### src/rtl/hpid_pkg.sv
// hpid_pkg: widths, constants, register indexes and helpers for the heading pid
// turn controller. No dependencies.
package hpid_pkg;

  localparam int unsigned GAIN_FRAC_BITS = 8;

  localparam int unsigned HeadW   = 13;  // heading and angle registers
  localparam int unsigned PowerW  = 7;   // max power register
  localparam int unsigned GainW   = 16;  // Q8.8 gains
  localparam int unsigned ErrW    = 14;  // wrapped error
  localparam int unsigned DerivW  = 15;  // error minus previous error
  localparam int unsigned SumW    = 32;  // integral
  localparam int unsigned OutW    = 8;   // motor drive
  localparam int unsigned WideW   = 16;  // raw difference plus or minus a turn
  localparam int unsigned CfgIdxW = 3;
  localparam int unsigned CfgDataW = 16;

  localparam int unsigned PProdW = GainW + 1 + WideW;
  localparam int unsigned IProdW = GainW + 1 + SumW;
  localparam int unsigned DProdW = GainW + 1 + DerivW;
  localparam int unsigned AccW   = IProdW + 2;
  localparam int unsigned ShW    = AccW - GAIN_FRAC_BITS;

  localparam logic signed [WideW-1:0] FULL_TURN = WideW'(5760);

  typedef enum logic [CfgIdxW-1:0] {
    REG_TARGET_HEADING = 3'd0,
    REG_MAX_POWER      = 3'd1,
    REG_STOP_THRESHOLD = 3'd2,
    REG_GAIN_P         = 3'd3,
    REG_GAIN_I         = 3'd4,
    REG_GAIN_D         = 3'd5,
    REG_INTEGRAL_ZONE  = 3'd6,
    REG_UNUSED         = 3'd7
  } cfg_reg_e;

  function automatic logic [WideW-1:0] mag_f(input logic signed [WideW-1:0] v);
    mag_f = v[WideW-1] ? WideW'(-v) : WideW'(v);
  endfunction

endpackage

### src/rtl/heading_pid_turn_controller_top.sv
// heading_pid_turn_controller_top: heading pid step with angle wrap, integral zone,
// saturating integral and clamped differential motor drive. Depends on hpid_pkg.

// One heading sample in, one result out, and a new sample is taken every clock
// while the output is not stalled. The input register loads at the accepting edge,
// then the error and integral stage, the gain multiply stage and the
// sum/shift/clamp into the output register follow in turn. The integral and
// previous error close their loop within the error stage, so consecutive
// samples see each other's state. When the output is held by the consumer, the
// whole pipeline holds and in_ready_o drops in the same cycle. Configuration
// writes take effect at once and are meant for times when no transaction is
// in flight.
module heading_pid_turn_controller_top (
  input  logic                          clk_i,
  input  logic                          rst_ni,
  input  logic                          cfg_we_i,
  input  logic [hpid_pkg::CfgIdxW-1:0]  cfg_idx_i,
  input  logic [hpid_pkg::CfgDataW-1:0] cfg_data_i,
  input  logic                          in_valid_i,
  output logic                          in_ready_o,
  input  logic [hpid_pkg::HeadW-1:0]    measured_heading_i,
  input  logic                          start_req_i,
  output logic                          out_valid_o,
  input  logic                          out_ready_i,
  output logic signed [hpid_pkg::OutW-1:0] left_power_o,
  output logic signed [hpid_pkg::OutW-1:0] right_power_o,
  output logic signed [hpid_pkg::ErrW-1:0] heading_error_o,
  output logic                          done_res_o
);
  import hpid_pkg::*;

  // configuration registers
  logic [HeadW-1:0]  target_q, thresh_q, zone_q;
  logic [PowerW-1:0] max_power_q;
  logic [GainW-1:0]  gain_p_q, gain_i_q, gain_d_q;

  always_ff @(posedge clk_i or negedge rst_ni) begin
    if (!rst_ni) begin
      target_q    <= '0;
      max_power_q <= PowerW'(127);
      thresh_q    <= HeadW'(16);
      gain_p_q    <= GainW'(256);
      gain_i_q    <= '0;
      gain_d_q    <= '0;
      zone_q      <= '0;
    end else if (cfg_we_i) begin
      unique case (cfg_reg_e'(cfg_idx_i))
        REG_TARGET_HEADING: target_q    <= cfg_data_i[HeadW-1:0];
        REG_MAX_POWER:      max_power_q <= cfg_data_i[PowerW-1:0];
        REG_STOP_THRESHOLD: thresh_q    <= cfg_data_i[HeadW-1:0];
        REG_GAIN_P:         gain_p_q    <= cfg_data_i[GainW-1:0];
        REG_GAIN_I:         gain_i_q    <= cfg_data_i[GainW-1:0];
        REG_GAIN_D:         gain_d_q    <= cfg_data_i[GainW-1:0];
        REG_INTEGRAL_ZONE:  zone_q      <= cfg_data_i[HeadW-1:0];
        default: ;
      endcase
    end
  end

  // pipeline advances together unless the output is stalled
  logic adv;
  assign adv        = !out_valid_o || out_ready_i;
  assign in_ready_o = adv;

  // stage 0: input register
  logic             v0_q, start0_q;
  logic [HeadW-1:0] meas0_q;

  // stage 1: error, integral, derivative
  // the tie at half a turn takes the plus-turn form, so the loop keeps the full error
  logic                     v1_q, done1_q;
  logic signed [WideW-1:0]  err1_q;
  logic signed [SumW-1:0]   sum1_q;
  logic signed [DerivW-1:0] deriv1_q;

  // loop state
  logic signed [WideW-1:0] prev_err_q;
  logic signed [SumW-1:0]  sum_q;

  // stage 2: products
  logic                     v2_q, done2_q;
  logic signed [ErrW-1:0]   err2_q;
  logic signed [PProdW-1:0] p_prod_q;
  logic signed [IProdW-1:0] i_prod_q;
  logic signed [DProdW-1:0] d_prod_q;

  // stage 3: output register
  logic                   out_valid_q, done_q;
  logic signed [OutW-1:0] left_q;
  logic signed [ErrW-1:0] err_out_q;

  // error selection among plain, minus a turn and plus a turn
  logic signed [WideW-1:0] plain, minus_t, plus_t, err_w;
  logic [WideW-1:0]        m_plain, m_minus, m_plus, m_err;
  logic signed [WideW-1:0] prev_base;
  logic signed [SumW-1:0]  sum_base, sum_d;
  logic signed [SumW:0]    sum_add;
  logic signed [DerivW-1:0] deriv_d;
  logic                    done_d;

  always_comb begin
    plain   = $signed({{(WideW-HeadW){1'b0}}, target_q})
            - $signed({{(WideW-HeadW){1'b0}}, meas0_q});
    minus_t = plain - FULL_TURN;
    plus_t  = plain + FULL_TURN;
    m_plain = mag_f(plain);
    m_minus = mag_f(minus_t);
    m_plus  = mag_f(plus_t);
    priority if (m_plain < m_minus && m_plain < m_plus) begin
      err_w = plain;
    end else if (m_minus < m_plain && m_minus < m_plus) begin
      err_w = minus_t;
    end else begin
      err_w = plus_t;
    end
    m_err = mag_f(err_w);

    sum_base  = start0_q ? '0 : sum_q;
    prev_base = start0_q ? '0 : prev_err_q;

    sum_add = (SumW+1)'(sum_base) + (SumW+1)'(err_w);
    if (gain_i_q != '0 && m_err < {{(WideW-HeadW){1'b0}}, zone_q}) begin
      if (sum_add[SumW] != sum_add[SumW-1]) begin
        // saturate at the signed limits
        sum_d = sum_add[SumW] ? {1'b1, {(SumW-1){1'b0}}} : {1'b0, {(SumW-1){1'b1}}};
      end else begin
        sum_d = sum_add[SumW-1:0];
      end
    end else begin
      sum_d = '0;
    end

    deriv_d = DerivW'(err_w - prev_base);
    done_d  = m_err <= {{(WideW-HeadW){1'b0}}, thresh_q};
  end

  // gain products
  logic signed [GainW:0] gp_s, gi_s, gd_s;
  assign gp_s = $signed({1'b0, gain_p_q});
  assign gi_s = $signed({1'b0, gain_i_q});
  assign gd_s = $signed({1'b0, gain_d_q});

  // sum, floor shift, clamp, zero drive when the turn is done
  logic signed [AccW-1:0]  acc;
  logic signed [ShW-1:0]   pow_sh, lim;
  logic signed [OutW-1:0]  pow_d;

  always_comb begin
    acc    = AccW'(p_prod_q) + AccW'(i_prod_q) + AccW'(d_prod_q);
    pow_sh = acc[AccW-1:GAIN_FRAC_BITS];
    lim    = $signed({{(ShW-PowerW){1'b0}}, max_power_q});
    priority if (done2_q) begin
      pow_d = '0;
    end else if (pow_sh > lim) begin
      pow_d = OutW'(lim);
    end else if (pow_sh < -lim) begin
      pow_d = OutW'(-lim);
    end else begin
      pow_d = pow_sh[OutW-1:0];
    end
  end

  always_ff @(posedge clk_i or negedge rst_ni) begin
    if (!rst_ni) begin
      v0_q        <= 1'b0;
      v1_q        <= 1'b0;
      v2_q        <= 1'b0;
      out_valid_q <= 1'b0;
      prev_err_q  <= '0;
      sum_q       <= '0;
    end else if (adv) begin
      v0_q        <= in_valid_i;
      v1_q        <= v0_q;
      v2_q        <= v1_q;
      out_valid_q <= v2_q;
      if (v0_q) begin
        prev_err_q <= err_w;
        sum_q      <= sum_d;
      end
    end
  end

  // payload registers
  always_ff @(posedge clk_i) begin
    if (adv) begin
      meas0_q   <= measured_heading_i;
      start0_q  <= start_req_i;
      err1_q    <= err_w;
      sum1_q    <= sum_d;
      deriv1_q  <= deriv_d;
      done1_q   <= done_d;
      err2_q    <= err1_q[ErrW-1:0];
      done2_q   <= done1_q;
      p_prod_q  <= gp_s * err1_q;
      i_prod_q  <= gi_s * sum1_q;
      d_prod_q  <= gd_s * deriv1_q;
      left_q    <= pow_d;
      err_out_q <= err2_q;
      done_q    <= done2_q;
    end
  end

  assign out_valid_o     = out_valid_q;
  assign left_power_o    = left_q;
  assign right_power_o   = -left_q;
  assign heading_error_o = err_out_q;
  assign done_res_o      = done_q;

  // a finished turn never drives the motors
  assert property (@(posedge clk_i) disable iff (!rst_ni)
    (out_valid_o && done_res_o) |-> (left_power_o == '0))
    else $error("done result with nonzero drive");

  // a stalled result holds until it is taken
  assert property (@(posedge clk_i) disable iff (!rst_ni)
    (out_valid_o && !out_ready_i) |=> (out_valid_o && $stable(left_power_o)
      && $stable(heading_error_o) && $stable(done_res_o)))
    else $error("stalled result changed");

  // zero integral gain clears the integral
  assert property (@(posedge clk_i) disable iff (!rst_ni)
    (adv && v0_q && gain_i_q == '0) |=> (sum_q == '0))
    else $error("integral not cleared with zero gain");

  // the drive never reaches the negative code that has no positive twin
  assert property (@(posedge clk_i) disable iff (!rst_ni)
    out_valid_o |-> (left_power_o != {1'b1, {(OutW-1){1'b0}}}))
    else $error("drive value out of range");

endmodule

### config.mk
export PLATFORM = sky130hd
export DESIGN_NAME = heading_pid_turn_controller_top
export DESIGN_NICKNAME = d
export VERILOG_FILES = /design/src/rtl/hpid_pkg.sv /design/src/rtl/heading_pid_turn_controller_top.sv
export SDC_FILE = /design/constraint.sdc
export NUM_CORES = 2
export LEC_CHECK = 0
export BUFFER_PORTS_ARGS = -buffer_cell sky130_fd_sc_hd__clkbuf_2
export CAP_MARGIN = 20
export CORE_MARGIN = 2
export CORE_UTILIZATION = 55
export DETAILED_ROUTE_END_ITERATION = 7
export MAX_ROUTING_LAYER = met4
export PLACE_DENSITY = 0.71
export SLEW_MARGIN = 20
export SYNTH_ARGS = -nofsm -noshare
export SYNTH_HDL_FRONTEND = slang
export SYNTH_SLANG_ARGS = --single-unit
### constraint.sdc
create_clock -name clk_i -period 16.6 [get_ports clk_i]
set_input_delay 3.32 -clock clk_i [delete_from_list [all_inputs] [get_ports clk_i]]
set_output_delay 3.32 -clock clk_i [all_outputs]
set_load 0.005 [all_outputs]
==> run metrics <==
status completed; CP arrival 11.50 ns; Fin. Hold Viols 0; Vias 41,900; Req. time, crit path 17.08 ns; slowest stage delay, CP 0.84 ns; clock buffer depth 3; Chip Width 328 µm; H-tree depth 2; Seq/Total Area, Yosys 18.2%; final WL approximately 150 mm; Clock transition at path regs ~0.060 ns; antenna violations before repair 5; Synth-to-Final Area Change 5.50%; Clock Skews around 0.034 ns; total negative slack 0 ns; fin crit share 66.4%; worst skew pair latency 0.61 ns; Ports 71; TritonCTS clock tree built; number of setup buffers added after CTS 0; drt pass-1 iters 6; number of distinct library cells after synthesis 92; Synth Area per Inst ~9.6 µm²; Cells after Synth 6,012; Clock Sink Count 374; CTS root buf clkbuf_16; Final ANT Viol Nets 0; CP Capture Type flop; first-pass GRT wire length 243 mm; hold slack 0.421 ns; f_max 0.0908 GHz; ys flop type edfxtp_1; antenna fix cells 0; DRC Markers 0; die area 108,000 µm²; number of hold buffers added after cts 0; Die Y 328 µm; # fillers 8,877; CP dominant cell by count o21a_1; asr flop ratio synth 38.8%; Worst setup SP type flop; Num CTS Buffers 44; total core area just over 100,000 µm²; EDFF count, synth 229; flops & latches, synth roughly 370; Worst-Margin Slew about 1.0 ns; CP max stage cell a2111oi_0; CP top delay family compound AO/OA/AOI/OAI gates; NumNets Final between 7,000 and 8,000; unrepaired setup endpoints after global routing no; PostCTS Resize Cnt 0; area of the multi-input gates 42,500 µm²; worst path buffer plus inverter count 3; Worst Path Class, Setup flop to flop; MaxCap Viol Count 0; PortBufs 70; Crit Path Max Fanout 62; dpl hpwl 116 mm; mapped cell area around 58,000 µm²; GR Overflow Total 0; DRT iter0 DRCs slightly below 3,000; storage element area 10,500 µm²; fin crit period 11.02 ns; Starting Density 55.7%; vias in the first global route 44,500; largest net degree at the start of global routing 89; Final Core Density 58.7%; Worst Hold Class flop to flop; row count around 120; detailed-route wire length per cell 20.1 µm; Total GRT Usage roughly 30%; Final setup viols 0; final RePlAce weighted congestion 0.933; layout cell share with drive strength beyond 1 6.13%; Rel. slew slack approximately 29%; synth warn 0; Pins Over Slew Limit 0; routed vias/inst 5.67
-- placed cells by master (no fill, tap or decap), types with 97 or more instances in the layout --
cell,n
inv_1,1078
o21ai_0,136
nor2_1,235
a21oi_1,194
edfxtp_1,229
dfrtp_1,132
a21o_1,97
ha_1,586
and2_1,407
fa_1,915
xnor2_1,180
nand2_1,758
-- area by class of cell --
| cell class | instances | share of cell area (%) |
|---|---|---|
| multi-input cells | 4357 | 69.6 |
| flip-flops and latches | 374 | 17.2 |
| well taps | 1380 | 2.83 |
| repair buffers | 125 | 1.27 |
| clock inverters | 20 | 0.350 |
| clock buffers | 61 | 2.06 |
| inverters | 1079 | 6.63 |
-- sequential cells by signal, summed over array words and instances, names as in the netlist, 15 cells and up --
register	count
gain_p_q	16
sum1_q	32
gain_i_q	16
deriv1_q	15
d_prod_q	32
sum_q	32
gain_d_q	16
err1_q	15
i_prod_q	49
p_prod_q	33
prev_err_q	15
-- worst paths after layout --
check	start	slack, ns	to	cells after the start
setup / recovery	target_q[6]$_DFFE_PN0P_	5.58	sum_q[6]$_DFFE_PN0P_	43
hold / removal	err2_q[3]$_DFFE_PN_	0.42	heading_error_o[3]$_DFFE_PN_	0
setup reg to reg	target_q[6]$_DFFE_PN0P_	5.58	sum_q[6]$_DFFE_PN0P_	43
hold reg to reg	err2_q[3]$_DFFE_PN_	0.42	heading_error_o[3]$_DFFE_PN_	0
max in group asynchronous	rst_ni	12.33	gain_i_q[2]$_DFFE_PN0P_	2
min in group asynchronous	rst_ni	2.81	sum_q[7]$_DFFE_PN0P_	1
-- through the flow --
stage | setup WS (ns) | cells | instance area, µm²
6_report | 5.58 | 7396 | 61100
4_1_cts | 5.61 | 7395 | 61000
5_1_grt | 4.32 | 7396 | 61100
3_3_place_gp | 5.88 | 7314 | 59600
3_5_place_dp | 5.67 | 7314 | 59600
2_1_floorplan | 4.35 | 6022 | 57900
-- cells in the mapped netlist, drive strengths merged (54+ instances only) --
master	instances	share of area (%)
fa	915	32
nand2b	87	0.94
nand2	759	4.9
clkbuf	191	1.2
xor2	56	0.85
mux2	92	1.8
xnor2	182	2.8
o21a	59	0.77
nor2	235	1.5
a21oi	196	1.7
nor3	54	0.50
and2	407	4.4
edfxtp	229	12
inv	1078	7.0
nor2b	68	0.74
o21ai	140	1.2
dfrtp	136	5.9
a21o	98	1.3
ha	586	13
-- per-layer routing --
metal  GRT usage, %  part of all wire (%)
met2           45.8                    45
met3           4.50                   7.7
met5              -                     0
met1           40.0                    43
met4           10.3                   4.1
-- cells by family after synthesis --
kind of cell / share of synthesized area [%]
buffers and inverters: 8.54
adder cells (fa/ha/maj): 44.3
XOR/XNOR: 3.63
other: 0.0130
flip-flops: 18.2
AND/OR/NAND/NOR: 14.9
AO/OA/AOI/OAI: 8.50
multiplexers: 1.92
-- worst register-to-register path: cells and delay by family (launching register included) --
| family | cells | cell delay, ns |
|---|---|---|
| AND/OR/NAND/NOR | 13 | 2.57 |
| flip-flops | 1 | 0.38 |
| buffers and inverters | 3 | 0.68 |
| multiplexers | 2 | 0.94 |
| adder cells (fa/ha/maj) | 4 | 1.33 |
| AO/OA/AOI/OAI | 21 | 5.02 |
Power is left out: the tool's default activity adds up to more than one toggle a clock period on the data nets, which glitch-free logic cannot reach.
